==> src/hw/rtl/pfa_pkg.sv <==
// Shared types and constants of the prime field arithmetic unit.
`default_nettype none

package pfa_pkg;

    // Fixed field widths of the transaction payloads
    localparam int FIELD_W = 31;
    localparam int CMD_W   = 3;

    // Modulus after reset (largest 31-bit prime)
    localparam logic [FIELD_W-1:0] MOD_RESET = 31'h7FFF_FFFF;

    // Operation codes carried in the cmd field
    localparam logic [CMD_W-1:0] CMD_ADD    = 3'd0;
    localparam logic [CMD_W-1:0] CMD_SUB    = 3'd1;
    localparam logic [CMD_W-1:0] CMD_NEG    = 3'd2;
    localparam logic [CMD_W-1:0] CMD_MUL    = 3'd3;
    localparam logic [CMD_W-1:0] CMD_MULSUB = 3'd4;
    localparam logic [CMD_W-1:0] CMD_INV    = 3'd5;
    localparam logic [CMD_W-1:0] CMD_DIV    = 3'd6;

    typedef struct packed {
        logic [CMD_W-1:0]   cmd;
        logic [FIELD_W-1:0] op_a;
        logic [FIELD_W-1:0] op_b;
        logic [FIELD_W-1:0] op_c;
    } in_item_t;

    typedef struct packed {
        logic [FIELD_W-1:0] result;
        logic               div_by_zero;
        logic               result_is_zero;
    } out_item_t;

    // Datapath micro-operations
    typedef enum logic [3:0] {
        DP_NOP,
        DP_LOAD,
        DP_DIV_INIT,
        DP_DIV_ALIGN,
        DP_DIV_STEP,
        DP_RED_WB,
        DP_EUC_INIT,
        DP_EUC_SHIFT,
        DP_EUC_UPD,
        DP_MUL_INIT,
        DP_MUL_STEP,
        DP_RES
    } dp_op_t;

    // Operand register picked by divide, writeback and Euclid init
    typedef enum logic [1:0] {
        SRC_A,
        SRC_B,
        SRC_C,
        SRC_F1
    } src_sel_t;

    // Multiplicand / multiplier pairs
    typedef enum logic [1:0] {
        MUL_AB,
        MUL_S2Q,
        MUL_AS2
    } mul_sel_t;

    // Value written to the output register
    typedef enum logic [2:0] {
        RES_ZERO,
        RES_ADD,
        RES_SUB,
        RES_NEG,
        RES_ACC,
        RES_C_MINUS_ACC,
        RES_C,
        RES_S2
    } res_sel_t;

    typedef struct packed {
        dp_op_t   op;
        src_sel_t src;
        mul_sel_t msel;
        res_sel_t rsel;
        logic     dz;
    } dp_cmd_t;

    typedef struct packed {
        logic align_ok;
        logic k_zero;
        logic rem_zero;
        logic mul_done;
        logic a_zero;
        logic b_zero;
        logic p_small;
    } dp_stat_t;

    typedef enum logic [3:0] {
        ST_IDLE,
        ST_CHECK,
        ST_RED,
        ST_DIV_ALIGN,
        ST_DIV_STEP,
        ST_RED_WB,
        ST_DISPATCH,
        ST_MUL,
        ST_EUC_DIV,
        ST_EUC_SHIFT,
        ST_EUC_MUL,
        ST_EUC_UPD,
        ST_DIV_MUL,
        ST_RESULT
    } state_t;

endpackage

`default_nettype wire

==> src/hw/rtl/prime_field_alu.sv <==
// Top level of the GF(p) arithmetic unit: controller plus datapath.
//
//   channel  dir  handshake          payload
//   s_       in   s_valid/s_ready    pfa_pkg::in_item_t  (cmd, op_a, op_b, op_c)
//   m_       out  m_valid/m_ready    pfa_pkg::out_item_t (result, div_by_zero,
//                                                         result_is_zero)
//   cfg_     in   cfg_wr_en          cfg_wr_data = modulus
//
// One transaction at a time. Operands are first reduced by a shift-subtract
// divider. mul/mulsub then run a serial multiply over the significant bits
// of the reduced op_b. inv/div run Euclid rounds, each a shift-subtract divide
// plus, while the remainder is nonzero, a serial multiply by the quotient.
// Reset is synchronous, active low, and loads modulus 2^31-1.
// A new transaction is taken while a finished result waits on m_; the
// following result holds in the controller until m_ is free.
`default_nettype none

module prime_field_alu #(
    parameter int WIDTH = 31
) (
    input  wire logic                          aclk,
    input  wire logic                          aresetn,
    input  wire logic                          cfg_wr_en,
    input  wire logic [pfa_pkg::FIELD_W-1:0]   cfg_wr_data,
    input  wire logic                          s_valid,
    output logic                               s_ready,
    input  wire pfa_pkg::in_item_t             s_payload,
    output logic                               m_valid,
    input  wire logic                          m_ready,
    output pfa_pkg::out_item_t                 m_payload
);

    pfa_pkg::dp_cmd_t  dp_cmd;
    pfa_pkg::dp_stat_t dp_stat;

    pfa_ctrl u_ctrl (
        .aclk    (aclk),
        .aresetn (aresetn),
        .s_valid (s_valid),
        .s_ready (s_ready),
        .s_cmd   (s_payload.cmd),
        .m_valid (m_valid),
        .m_ready (m_ready),
        .dp_cmd  (dp_cmd),
        .dp_stat (dp_stat)
    );

    pfa_datapath #(
        .WIDTH (WIDTH)
    ) u_datapath (
        .aclk        (aclk),
        .aresetn     (aresetn),
        .cfg_wr_en   (cfg_wr_en),
        .cfg_wr_data (cfg_wr_data),
        .s_payload   (s_payload),
        .dp_cmd      (dp_cmd),
        .dp_stat     (dp_stat),
        .m_payload   (m_payload)
    );

endmodule

`default_nettype wire

==> src/hw/rtl/pfa_datapath.sv <==
// Datapath: operand registers, shift-subtract divider, serial modular multiplier.
`default_nettype none

module pfa_datapath #(
    parameter int WIDTH = 31
) (
    input  wire logic                          aclk,
    input  wire logic                          aresetn,
    input  wire logic                          cfg_wr_en,
    input  wire logic [pfa_pkg::FIELD_W-1:0]   cfg_wr_data,
    input  wire pfa_pkg::in_item_t             s_payload,
    input  wire pfa_pkg::dp_cmd_t              dp_cmd,
    output pfa_pkg::dp_stat_t                  dp_stat,
    output pfa_pkg::out_item_t                 m_payload
);

    localparam int FW = pfa_pkg::FIELD_W;
    localparam int KW = $clog2(WIDTH);

    logic [WIDTH-1:0] p_reg;
    logic [WIDTH-1:0] ra_reg, rb_reg, rc_reg;
    logic [WIDTH-1:0] f1_reg, f2_reg, s1_reg, s2_reg;
    logic [WIDTH-1:0] num_reg, den_reg, q_reg;
    logic [KW-1:0]    k_reg;
    logic [WIDTH-1:0] acc_reg, mc_reg, ml_reg;
    pfa_pkg::out_item_t out_reg;

    logic [WIDTH-1:0] div_src;
    logic             div_ge;
    logic [WIDTH-1:0] res_val;

    // (x + y) mod p for x, y below p
    function automatic logic [WIDTH-1:0] mod_add(input logic [WIDTH-1:0] x,
                                                 input logic [WIDTH-1:0] y,
                                                 input logic [WIDTH-1:0] p);
        logic [WIDTH:0] s;
        logic [WIDTH:0] t;
        s = {1'b0, x} + {1'b0, y};
        t = s - {1'b0, p};
        return (s >= {1'b0, p}) ? t[WIDTH-1:0] : s[WIDTH-1:0];
    endfunction

    // (x - y) mod p for x, y below p; wraps through 2^WIDTH
    function automatic logic [WIDTH-1:0] mod_sub(input logic [WIDTH-1:0] x,
                                                 input logic [WIDTH-1:0] y,
                                                 input logic [WIDTH-1:0] p);
        return (x >= y) ? (x - y) : (x - y + p);
    endfunction

    // Modulus register
    always_ff @(posedge aclk) begin
        if (!aresetn) begin
            p_reg <= WIDTH'(pfa_pkg::MOD_RESET);
        end else if (cfg_wr_en) begin
            p_reg <= WIDTH'(cfg_wr_data);
        end
    end

    // Select dividend for a divide
    always_comb begin
        unique case (dp_cmd.src)
            pfa_pkg::SRC_A:  div_src = ra_reg;
            pfa_pkg::SRC_B:  div_src = rb_reg;
            pfa_pkg::SRC_C:  div_src = rc_reg;
            pfa_pkg::SRC_F1: div_src = f1_reg;
        endcase
    end

    assign div_ge = (num_reg >= den_reg);

    // Select result value
    always_comb begin
        unique case (dp_cmd.rsel)
            pfa_pkg::RES_ZERO:        res_val = '0;
            pfa_pkg::RES_ADD:         res_val = mod_add(ra_reg, rb_reg, p_reg);
            pfa_pkg::RES_SUB:         res_val = mod_sub(ra_reg, rb_reg, p_reg);
            pfa_pkg::RES_NEG:         res_val = mod_sub('0, ra_reg, p_reg);
            pfa_pkg::RES_ACC:         res_val = acc_reg;
            pfa_pkg::RES_C_MINUS_ACC: res_val = mod_sub(rc_reg, acc_reg, p_reg);
            pfa_pkg::RES_C:           res_val = rc_reg;
            pfa_pkg::RES_S2:          res_val = s2_reg;
        endcase
    end

    // Execute one micro-operation
    always_ff @(posedge aclk) begin
        unique case (dp_cmd.op)
            pfa_pkg::DP_NOP: begin
            end
            pfa_pkg::DP_LOAD: begin
                ra_reg <= WIDTH'(s_payload.op_a);
                rb_reg <= WIDTH'(s_payload.op_b);
                rc_reg <= WIDTH'(s_payload.op_c);
            end
            pfa_pkg::DP_DIV_INIT: begin
                num_reg <= div_src;
                den_reg <= (dp_cmd.src == pfa_pkg::SRC_F1) ? f2_reg : p_reg;
                q_reg   <= '0;
                k_reg   <= '0;
            end
            pfa_pkg::DP_DIV_ALIGN: begin
                den_reg <= den_reg << 1;
                k_reg   <= k_reg + KW'(1);
            end
            pfa_pkg::DP_DIV_STEP: begin
                if (div_ge) begin
                    num_reg <= num_reg - den_reg;
                end
                q_reg   <= {q_reg[WIDTH-2:0], div_ge};
                den_reg <= den_reg >> 1;
                k_reg   <= k_reg - KW'(1);
            end
            pfa_pkg::DP_RED_WB: begin
                unique case (dp_cmd.src)
                    pfa_pkg::SRC_A:  ra_reg <= num_reg;
                    pfa_pkg::SRC_B:  rb_reg <= num_reg;
                    pfa_pkg::SRC_C:  rc_reg <= num_reg;
                    pfa_pkg::SRC_F1: f1_reg <= num_reg;
                endcase
            end
            pfa_pkg::DP_EUC_INIT: begin
                f1_reg <= (dp_cmd.src == pfa_pkg::SRC_B) ? rb_reg : ra_reg;
                f2_reg <= p_reg;
                s1_reg <= WIDTH'(1);
                s2_reg <= '0;
            end
            pfa_pkg::DP_EUC_SHIFT: begin
                f1_reg <= f2_reg;
                f2_reg <= num_reg;
            end
            pfa_pkg::DP_EUC_UPD: begin
                s1_reg <= s2_reg;
                s2_reg <= mod_sub(s1_reg, acc_reg, p_reg);
            end
            pfa_pkg::DP_MUL_INIT: begin
                acc_reg <= '0;
                unique case (dp_cmd.msel)
                    pfa_pkg::MUL_AB: begin
                        mc_reg <= ra_reg;
                        ml_reg <= rb_reg;
                    end
                    pfa_pkg::MUL_S2Q: begin
                        mc_reg <= s2_reg;
                        ml_reg <= q_reg;
                    end
                    default: begin
                        mc_reg <= ra_reg;
                        ml_reg <= s2_reg;
                    end
                endcase
            end
            pfa_pkg::DP_MUL_STEP: begin
                if (ml_reg[0]) begin
                    acc_reg <= mod_add(acc_reg, mc_reg, p_reg);
                end
                mc_reg <= mod_add(mc_reg, mc_reg, p_reg);
                ml_reg <= ml_reg >> 1;
            end
            pfa_pkg::DP_RES: begin
                out_reg.result         <= FW'(res_val);
                out_reg.div_by_zero    <= dp_cmd.dz;
                out_reg.result_is_zero <= (FW'(res_val) == '0);
            end
            default: begin
            end
        endcase
    end

    // Status toward the controller
    always_comb begin
        dp_stat.align_ok = ({den_reg, 1'b0} <= {1'b0, num_reg});
        dp_stat.k_zero   = (k_reg == '0);
        dp_stat.rem_zero = (num_reg == '0);
        dp_stat.mul_done = (ml_reg == '0);
        dp_stat.a_zero   = (ra_reg == '0);
        dp_stat.b_zero   = (rb_reg == '0);
        dp_stat.p_small  = (p_reg < WIDTH'(2));
    end

    assign m_payload = out_reg;

endmodule

`default_nettype wire

==> src/hw/rtl/pfa_ctrl.sv <==
// Controller: sequences reduction, Euclid rounds, multiplies and result handoff.
`default_nettype none

module pfa_ctrl (
    input  wire logic                        aclk,
    input  wire logic                        aresetn,
    input  wire logic                        s_valid,
    output logic                             s_ready,
    input  wire logic [pfa_pkg::CMD_W-1:0]   s_cmd,
    output logic                             m_valid,
    input  wire logic                        m_ready,
    output pfa_pkg::dp_cmd_t                 dp_cmd,
    input  wire pfa_pkg::dp_stat_t           dp_stat
);

    pfa_pkg::state_t             state_reg, state_next;
    pfa_pkg::state_t             ret_reg, ret_next;
    logic [pfa_pkg::CMD_W-1:0]   cmd_reg, cmd_next;
    pfa_pkg::src_sel_t           red_sel_reg, red_sel_next;
    pfa_pkg::res_sel_t           res_sel_reg, res_sel_next;
    logic                        dz_reg, dz_next;
    logic                        m_valid_reg, m_valid_next;

    // State and control registers
    always_ff @(posedge aclk) begin
        if (!aresetn) begin
            state_reg   <= pfa_pkg::ST_IDLE;
            ret_reg     <= pfa_pkg::ST_IDLE;
            cmd_reg     <= pfa_pkg::CMD_ADD;
            red_sel_reg <= pfa_pkg::SRC_A;
            res_sel_reg <= pfa_pkg::RES_ZERO;
            dz_reg      <= 1'b0;
            m_valid_reg <= 1'b0;
        end else begin
            state_reg   <= state_next;
            ret_reg     <= ret_next;
            cmd_reg     <= cmd_next;
            red_sel_reg <= red_sel_next;
            res_sel_reg <= res_sel_next;
            dz_reg      <= dz_next;
            m_valid_reg <= m_valid_next;
        end
    end

    // Next state and datapath commands
    always_comb begin
        state_next   = state_reg;
        ret_next     = ret_reg;
        cmd_next     = cmd_reg;
        red_sel_next = red_sel_reg;
        res_sel_next = res_sel_reg;
        dz_next      = dz_reg;
        m_valid_next = m_valid_reg;
        dp_cmd.op    = pfa_pkg::DP_NOP;
        dp_cmd.src   = pfa_pkg::SRC_A;
        dp_cmd.msel  = pfa_pkg::MUL_AB;
        dp_cmd.rsel  = pfa_pkg::RES_ZERO;
        dp_cmd.dz    = 1'b0;

        // Drop the result once taken
        if (m_valid_reg && m_ready) begin
            m_valid_next = 1'b0;
        end

        unique case (state_reg)
            pfa_pkg::ST_IDLE: begin
                if (s_valid) begin
                    dp_cmd.op  = pfa_pkg::DP_LOAD;
                    cmd_next   = s_cmd;
                    dz_next    = 1'b0;
                    state_next = pfa_pkg::ST_CHECK;
                end
            end
            pfa_pkg::ST_CHECK: begin
                if (dp_stat.p_small) begin
                    res_sel_next = pfa_pkg::RES_ZERO;
                    dz_next      = (cmd_reg == pfa_pkg::CMD_DIV) && dp_stat.b_zero;
                    state_next   = pfa_pkg::ST_RESULT;
                end else begin
                    red_sel_next = pfa_pkg::SRC_A;
                    state_next   = pfa_pkg::ST_RED;
                end
            end
            pfa_pkg::ST_RED: begin
                dp_cmd.op  = pfa_pkg::DP_DIV_INIT;
                dp_cmd.src = red_sel_reg;
                ret_next   = pfa_pkg::ST_RED_WB;
                state_next = pfa_pkg::ST_DIV_ALIGN;
            end
            pfa_pkg::ST_DIV_ALIGN: begin
                if (dp_stat.align_ok) begin
                    dp_cmd.op = pfa_pkg::DP_DIV_ALIGN;
                end else begin
                    state_next = pfa_pkg::ST_DIV_STEP;
                end
            end
            pfa_pkg::ST_DIV_STEP: begin
                dp_cmd.op = pfa_pkg::DP_DIV_STEP;
                if (dp_stat.k_zero) begin
                    state_next = ret_reg;
                end
            end
            pfa_pkg::ST_RED_WB: begin
                dp_cmd.op  = pfa_pkg::DP_RED_WB;
                dp_cmd.src = red_sel_reg;
                unique case (red_sel_reg)
                    pfa_pkg::SRC_A: begin
                        red_sel_next = pfa_pkg::SRC_B;
                        state_next   = pfa_pkg::ST_RED;
                    end
                    pfa_pkg::SRC_B: begin
                        red_sel_next = pfa_pkg::SRC_C;
                        state_next   = pfa_pkg::ST_RED;
                    end
                    pfa_pkg::SRC_C, pfa_pkg::SRC_F1: begin
                        state_next = pfa_pkg::ST_DISPATCH;
                    end
                endcase
            end
            pfa_pkg::ST_DISPATCH: begin
                state_next = pfa_pkg::ST_RESULT;
                unique case (cmd_reg)
                    pfa_pkg::CMD_ADD: res_sel_next = pfa_pkg::RES_ADD;
                    pfa_pkg::CMD_SUB: res_sel_next = pfa_pkg::RES_SUB;
                    pfa_pkg::CMD_NEG: res_sel_next = pfa_pkg::RES_NEG;
                    pfa_pkg::CMD_MUL: begin
                        dp_cmd.op    = pfa_pkg::DP_MUL_INIT;
                        dp_cmd.msel  = pfa_pkg::MUL_AB;
                        res_sel_next = pfa_pkg::RES_ACC;
                        ret_next     = pfa_pkg::ST_RESULT;
                        state_next   = pfa_pkg::ST_MUL;
                    end
                    pfa_pkg::CMD_MULSUB: begin
                        if (dp_stat.a_zero || dp_stat.b_zero) begin
                            res_sel_next = pfa_pkg::RES_C;
                        end else begin
                            dp_cmd.op    = pfa_pkg::DP_MUL_INIT;
                            dp_cmd.msel  = pfa_pkg::MUL_AB;
                            res_sel_next = pfa_pkg::RES_C_MINUS_ACC;
                            ret_next     = pfa_pkg::ST_RESULT;
                            state_next   = pfa_pkg::ST_MUL;
                        end
                    end
                    pfa_pkg::CMD_INV: begin
                        dp_cmd.op  = pfa_pkg::DP_EUC_INIT;
                        dp_cmd.src = pfa_pkg::SRC_A;
                        state_next = pfa_pkg::ST_EUC_DIV;
                    end
                    pfa_pkg::CMD_DIV: begin
                        if (dp_stat.b_zero) begin
                            res_sel_next = pfa_pkg::RES_ZERO;
                            dz_next      = 1'b1;
                        end else if (dp_stat.a_zero) begin
                            res_sel_next = pfa_pkg::RES_ZERO;
                        end else begin
                            dp_cmd.op  = pfa_pkg::DP_EUC_INIT;
                            dp_cmd.src = pfa_pkg::SRC_B;
                            state_next = pfa_pkg::ST_EUC_DIV;
                        end
                    end
                    default: res_sel_next = pfa_pkg::RES_ZERO;
                endcase
            end
            pfa_pkg::ST_MUL: begin
                if (dp_stat.mul_done) begin
                    state_next = ret_reg;
                end else begin
                    dp_cmd.op = pfa_pkg::DP_MUL_STEP;
                end
            end
            pfa_pkg::ST_EUC_DIV: begin
                dp_cmd.op  = pfa_pkg::DP_DIV_INIT;
                dp_cmd.src = pfa_pkg::SRC_F1;
                ret_next   = pfa_pkg::ST_EUC_SHIFT;
                state_next = pfa_pkg::ST_DIV_ALIGN;
            end
            pfa_pkg::ST_EUC_SHIFT: begin
                dp_cmd.op = pfa_pkg::DP_EUC_SHIFT;
                if (!dp_stat.rem_zero) begin
                    state_next = pfa_pkg::ST_EUC_MUL;
                end else if (cmd_reg == pfa_pkg::CMD_INV) begin
                    res_sel_next = pfa_pkg::RES_S2;
                    state_next   = pfa_pkg::ST_RESULT;
                end else begin
                    state_next = pfa_pkg::ST_DIV_MUL;
                end
            end
            pfa_pkg::ST_EUC_MUL: begin
                dp_cmd.op   = pfa_pkg::DP_MUL_INIT;
                dp_cmd.msel = pfa_pkg::MUL_S2Q;
                ret_next    = pfa_pkg::ST_EUC_UPD;
                state_next  = pfa_pkg::ST_MUL;
            end
            pfa_pkg::ST_EUC_UPD: begin
                dp_cmd.op  = pfa_pkg::DP_EUC_UPD;
                state_next = pfa_pkg::ST_EUC_DIV;
            end
            pfa_pkg::ST_DIV_MUL: begin
                dp_cmd.op    = pfa_pkg::DP_MUL_INIT;
                dp_cmd.msel  = pfa_pkg::MUL_AS2;
                res_sel_next = pfa_pkg::RES_ACC;
                ret_next     = pfa_pkg::ST_RESULT;
                state_next   = pfa_pkg::ST_MUL;
            end
            pfa_pkg::ST_RESULT: begin
                // Hold until the output register is free
                if (!m_valid_reg || m_ready) begin
                    dp_cmd.op    = pfa_pkg::DP_RES;
                    dp_cmd.rsel  = res_sel_reg;
                    dp_cmd.dz    = dz_reg;
                    m_valid_next = 1'b1;
                    state_next   = pfa_pkg::ST_IDLE;
                end
            end
            default: state_next = pfa_pkg::ST_IDLE;
        endcase
    end

    assign s_ready = (state_reg == pfa_pkg::ST_IDLE);
    assign m_valid = m_valid_reg;

endmodule

`default_nettype wire

==> config.mk <==
export PLATFORM = sky130hd
export DESIGN_NAME = prime_field_alu
export DESIGN_NICKNAME = d
export VERILOG_FILES = /design/src/hw/rtl/pfa_pkg.sv /design/src/hw/rtl/prime_field_alu.sv /design/src/hw/rtl/pfa_datapath.sv /design/src/hw/rtl/pfa_ctrl.sv
export SDC_FILE = /design/constraint.sdc
export NUM_CORES = 2
export LEC_CHECK = 0
export BUFFER_PORTS_ARGS = -buffer_cell sky130_fd_sc_hd__buf_4
export CAP_MARGIN = 20
export CORE_MARGIN = 2
export CORE_UTILIZATION = 50
export CTS_CLUSTER_DIAMETER = 100
export CTS_CLUSTER_SIZE = 12
export DETAILED_ROUTE_END_ITERATION = 12
export PLACE_DENSITY = 0.72
export SYNTH_ARGS = -nofsm -noshare
export SYNTH_HDL_FRONTEND = slang
export SYNTH_HIERARCHICAL = 1
export SYNTH_SLANG_ARGS = --single-unit
==> constraint.sdc <==
create_clock -name aclk -period 19.6 [get_ports aclk]
set_input_delay 3.92 -clock aclk [delete_from_list [all_inputs] [get_ports aclk]]
set_output_delay 3.92 -clock aclk [all_outputs]
set_load 0.01 [all_outputs]
; ---- Word-level counts from Yosys, hierarchy flattened
; Cells that the tools add are included.
[word_totals]
latchBits = 0
word_cells = 247
memories = 0
ff_bits = 490
ramBits = 0
rom_bits = 0
[classes]
eq_ne = 66
n_mul = 0
n_reduce_logical = 46
order_cmp = 10
mux = 83
n_addsub = 17
n_shift = 0
div = 0
bitwise_logic = 0
[op_table]
columns = cell, count
row1 = one-hot mux 31 bit (2 select lines), 12
row2 = 2-to-1 mux 31 bit, 16
row3 = one-hot mux 31 bit (8 select lines), 1
row4 = subtractor 31 bit, 7
row5 = one-hot mux 31 bit (3 select lines), 2
row6 = zero test 31 bit, 5
row7 = adder 31 bit, 4
row8 = greater-or-equal comparator 31 bit, 4
row9 = one-hot mux 31 bit (4 select lines), 1
row10 = adder 31 x 31 -> 32 bit, 3
row11 = greater-or-equal comparator 32 x 31 -> 1 bit, 3
row12 = 2-to-1 mux 4 bit, 15
row13 = one-hot mux 4 bit (12 select lines), 1
row14 = one-hot mux 4 bit (11 select lines), 1
row15 = == test 4 bit (second input constant), 10
row16 = == test 4 x 3 -> 1 bit (second input constant), 8
row17 = less-or-equal comparator 32 x 31 -> 1 bit, 1
row18 = one-hot mux 4 bit (4 select lines), 2
row19 = greater-or-equal comparator 1 x 31 -> 1 bit (first input constant), 1
row20 = less-than comparator 31 x 2 -> 1 bit (second input constant), 1
row21 = subtractor 1 x 31 -> 31 bit (first input constant), 1
row22 = == test 3 bit (second input constant), 7
row23 = one-hot mux 3 bit (7 select lines), 1
row24 = one-hot mux 4 bit (5 select lines), 1
row25 = 39 further kinds, 114

; ---- Longest topological paths before layout
[logic_depth]
word_depth = 8
ltp_mapped = 30
depth_no_buf = 27

; ---- Hierarchy
; The synthesis kept the hierarchy.
[modules_own_cells]
columns = module, area_each_um2, n_inst, cells_per_inst
row1 = pfa_datapath, 45429.8, 1, 5271
row2 = pfa_ctrl, 1646.6, 1, 209

; ---- Worst setup path after synthesis
; Ideal clock, no wire load.
[synth_timing]
path_kind = input-to-reg
start = input m_ready
end = register u_datapath.mc_reg[0] (enable)
arrival_time_ps = 7945
setup_ps = 502
path_buffers = 1
path_stages = 6
t_required_ps = 19098
setup_slack_ps = 11152
path_cell_list = nand2b_1 a311oi_1 o21ai_0 clkbuf_1 nand2b_1 a21oi_1
[synth_rtl]
columns = element, line
row1 = "start, declared", prime_field_alu.sv:29  ; input wire logic m_ready,
row2 = "end signal, assigned", pfa_datapath.sv:139  ; mc_reg <= ra_reg;
row3 = "end signal, assigned", pfa_datapath.sv:143  ; mc_reg <= s2_reg;
row4 = "end signal, assigned", pfa_datapath.sv:147  ; mc_reg <= ra_reg;
row5 = "end, declared", pfa_datapath.sv:25  ; logic [WIDTH-1:0] acc_reg, mc_reg, ml_reg;

; ---- Final worst setup path
[layout_timing]
start = register u_datapath.ra_reg[0]
end = register u_datapath.out_reg, in the netlist u_datapath/m_payload[0], data pin
[layout_via]
elab_chain_len = 5
elab_cells_between_ends = 14
classes_between = add/sub (6) / order compare (3) / mux (4) / reduce/logical (1)
[layout_rtl]
columns = element, line
row1 = "start, declared", pfa_datapath.sv:21  ; logic [WIDTH-1:0] ra_reg, rb_reg, rc_reg;
row2 = "start signal, assigned", pfa_datapath.sv:91  ; ra_reg <= WIDTH'(s_payload.op_a);
row3 = "start signal, assigned", pfa_datapath.sv:115  ; pfa_pkg::SRC_A: ra_reg <= num_reg;
row4 = "subtractor 1 x 31 -> 31 bit, or another cell as far along", pfa_datapath.sv:47  ; return (x >= y) ? (x - y) : (x - y + p);
row5 = "adder 31 bit, or another cell as far along", pfa_datapath.sv:47
row6 = 2-to-1 mux 31 bit (on tied branches), "pfa_datapath.sv:47, pfa_datapath.sv:40"
row7 = one-hot mux 31 bit (8 select lines) *, pfa_datapath.sv:73  ; unique case (dp_cmd.rsel)
row8 = via u_datapath.res_val[15], pfa_datapath.sv:30  ; logic [WIDTH-1:0] res_val;
row9 = zero test 31 bit *, pfa_datapath.sv:162  ; out_reg.result_is_zero <= (FW'(res_val) == '0);
row10 = "end, declared", pfa_datapath.sv:26  ; pfa_pkg::out_item_t out_reg;
; The timed path passes the listed nets; every way through them passes the cells marked *.
; A chain may end at the register's enable or synchronous reset.

==> flow_summary_export.csv <==
group,metric,value,unit
run_status,status,"completed",
min_path,holdPathEnd,"u_ctrl/ret_reg[0]",
floorplanning,die-area,96600,um2
floorplanning,initial_utilization,50.4,%
logic_synthesis,yosysWarningCount,6,
timing,fmax,0.122,GHz
critical_path,cp-end-kind,"register",
clock_tree,insertion_delay,0.70,ns
logic_synthesis,synth.cell_area,47100,um2
critical_path,worstReg2RegStart,"u_datapath/ra_reg[0]",
timing,finalSetupViolations,0,
critical_path,worstRegToRegCells,25,
final_layout,stdcell_area,51600,um2
logic_synthesis,ys_types,113,
run,drv_cap,0,
logic_synthesis,synth.area.top_cells,"edfxtp_1, ha_1, nand2_1",
min_path,hold_depth,1,
power_and_ir_drop,clkPwrFrac,17.0,%
clock_tree,cts_setup_buffers,0,
timing,fin_skew,0.0815,ns
global_route,grt_antenna_before_repair,42,
logic_synthesis,synth_top_area_share,28.1,%
critical_path,worstPathArrival,8.64,ns
route,drt_drc_violations_left,0,
power_and_ir_drop,switching_power,2.65,mW
route,via_per_inst,6.89,
global_route,grt.overflow.total,0,
route,firstDrtPassIters,7,
floorplanning,die_h,311,um
floorplanning,row_count,112,
clock_tree,clock-sinks,490,
logic_synthesis,yosysTopAreaCell,"edfxtp_1",
critical_path,worstSetupPathType,"reg2reg",
timing,hold_ws,0.468,ns
route,initialDrtViolationCount,7348,
clock_tree,clk_pin_slew_worst_paths,0.07,ns
logic_synthesis,syn_avg_cell_area,8.59,um2
timing,rsz0062_at_grt,"false",
power_and_ir_drop,powerDensity,104,nW/um2
timing,finalSetupTns,0,ns
route,drtAntennaViolNets,0,
final_layout,fin_nets,6181,
power_and_ir_drop,swShare,49.6,%
critical_path,r2r-end,"u_datapath/m_payload[0]",
critical_path,path_max_fanout,14,
final_layout,post-route-util,55.2,%
power_and_ir_drop,comb_power_share,56.7,%
global_route,grt_pass1_vias,42880,
logic_synthesis,async_reset_ff_share,0,%
critical_path,rrSetupSlack,11.43,ns
logic_synthesis,syn_nets,6067,
power_and_ir_drop,ir_worst_vdd,0.0000907,V
timing,slew_violations,0,
critical_path,critPathLaunchType,"register",
global_route,grt_pass1_wl,323,mm
global_route,grtUsageTotal,47.0,%
timing,hold_violations,0,
timing,slew_headroom,20.5,%
min_path,min_from,"u_ctrl/ret_reg[0]",
floorplanning,pin_count,167,
clock_tree,cts_hold_buffers,0,
floorplanning,coreArea,93300,um2
placed_design,dp.cells,6797,
placed_design,portBuffers,166,
timing,finalCritPeriodShare,41.7,%
placed_design,gp_congestion,1.12,
critical_path,worst_ep_required_time,20.06,ns
min_path,worst_hold_path_type,"reg2reg",
timing,worst_slew_pin_slew,1.19,ns
clock_tree,htreeDepth,2,
floorplanning,dieWidth,311,um
power_and_ir_drop,leakagePower,21.3,nW
logic_synthesis,yosysSeqAreaShare,30.2,%
logic_synthesis,synth_common_cells,"nand2_1, edfxtp_1, ha_1",
clock_tree,tritoncts,"yes",
logic_synthesis,ys_ff_latch,490,
final_layout,largest_reg_flops,33,
logic_synthesis,syn_inst,5480,
route,routed_wl,236,mm
clock_tree,cts_root_buffer,"clkbuf_16",
logic_synthesis,synth.most_common_cell,"nand2_1",
clock_tree,post_cts_resized,0,
logic_synthesis,synthFlopType,"edfxtp_1",
route,num_vias,47652,
logic_synthesis,synth-edff-count,441,
placed_design,postPlaceCellArea,50000,um2
timing,fin_crit,8.17,ns
power_and_ir_drop,intPower,2.69,mW
final_layout,drive_gt1_share,8.81,%
route,wl_per_cell,34.1,um
clock_tree,clock_path_buffers,3,
placed_design,hpwl,187,mm
final_layout,area_growth,9.51,%
global_route,grt_max_degree,94,
final_layout,fin_cells,6918,
clock_tree,cts_buffers,48,
power_and_ir_drop,pwr-share-seq,26.3,%
## worst max path at each step
stage / cells after the start / end / startpoint / slack [ns]
final: 25 / u_datapath/m_payload[0] / u_datapath/ra_reg[0] / 11.43
after global routing: 25 / u_datapath/m_payload[0] / u_datapath/ra_reg[0] / 11.16
after CTS: 25 / u_datapath/m_payload[0] / u_datapath/ra_reg[0] / 11.71
after detailed placement: 16 / u_datapath/m_payload[0] / m_ready / 11.39
after global placement: 14 / u_datapath/m_payload[0] / m_ready / 11.38
after floorplan: 6 / u_datapath/mc_reg[0] / m_ready / 11.15
## critical path, stage by stage (launching register included)
cell and delay (ns):
edfxtp_1 0.57, ha_1 0.24, inv_1 0.06, fa_1 0.41, o21ba_2 0.24, o2111ai_1 0.29
nor3b_1 0.38, o21ai_1 0.18, a311oi_1 0.38, o21bai_1 0.18, a22oi_1 0.30, a221oi_1 0.15
xnor2_1 0.51, ha_1 0.39, nand3_1 0.16, nor2_1 0.07, and4_1 0.23, a2111oi_0 0.64
a21o_1 0.52, nand2_2 0.32, mux2i_1 0.45, o21ai_0 0.16, or4b_1 0.51, nor4b_2 0.28
nand4b_1 0.16, nor4_2 0.15
## power groups by stage
stage                     registers [mW]  clock network [mW]  logic [mW]
final                               1.40               0.911        3.03
after global routing                1.39               0.943        3.16
after CTS                           1.39               0.909        2.91
after detailed placement            1.41                   0        2.89
after global placement              1.41                   0        2.91
after floorplan                     1.33                   0        1.81
## layout make-up
class	instances	area (um2)
antenna	44	110
clock buffer	68	1280
clock inverter	8	101
fill	8723	41800
inverter	291	1090
multi-input combinational	4477	31000
sequential	490	14200
tap	1254	1570
timing repair buffer	286	2170
## cells in the final DEF, fill, tap and decap left out, types with 63 or more instances in the layout
cell,Yosys,routed
a211oi_1,72,72
a21o_1,149,149
a21oi_1,426,422
a22oi_1,73,73
and3_1,64,64
buf_4,11,285
edfxtp_1,441,441
ha_1,441,441
inv_1,287,287
mux2i_1,197,197
nand2_1,626,623
nand2b_1,69,68
nand3_1,97,97
nand4_1,70,70
nor2_1,421,411
nor3_1,114,111
o211ai_1,63,63
o21ai_0,400,400
xnor2_1,242,242
xor2_1,103,103
## layer usage
metal	share of wire, %	track usage, %	vias up	routed length [um]
met5	0.18	1.53	-	420
li1	-	-	20583	-
met2	41	67.3	3618	95800
met1	36	58.1	22525	85700
met4	8.4	32.4	34	19800
met3	15	18.1	892	34300
## stage by stage
stage / worst slack (ns) / total power, mW
4_1_cts: 11.71 / 5.20
3_3_place_gp: 11.38 / 4.32
3_5_place_dp: 11.39 / 4.30
2_1_floorplan: 11.15 / 3.14
5_1_grt: 11.16 / 5.49
6_report: 11.43 / 5.35
## cells by family (layout without fill, tap and decap cells)
logic type / after synthesis / after routing / synth area share [%]
simple gates: 1797 / 1797 / 18.3
compound gates: 1647 / 1647 / 22.6
buf+inv: 513 / 653 / 4.35
flops: 490 / 490 / 30.2
fa+ha+maj: 455 / 455 / 12.3
xor+xnor: 345 / 345 / 6.42
mux: 233 / 233 / 5.79
other cells: 0 / 44 / 0
No activity file was read; power rests on OpenSTA's default activity.
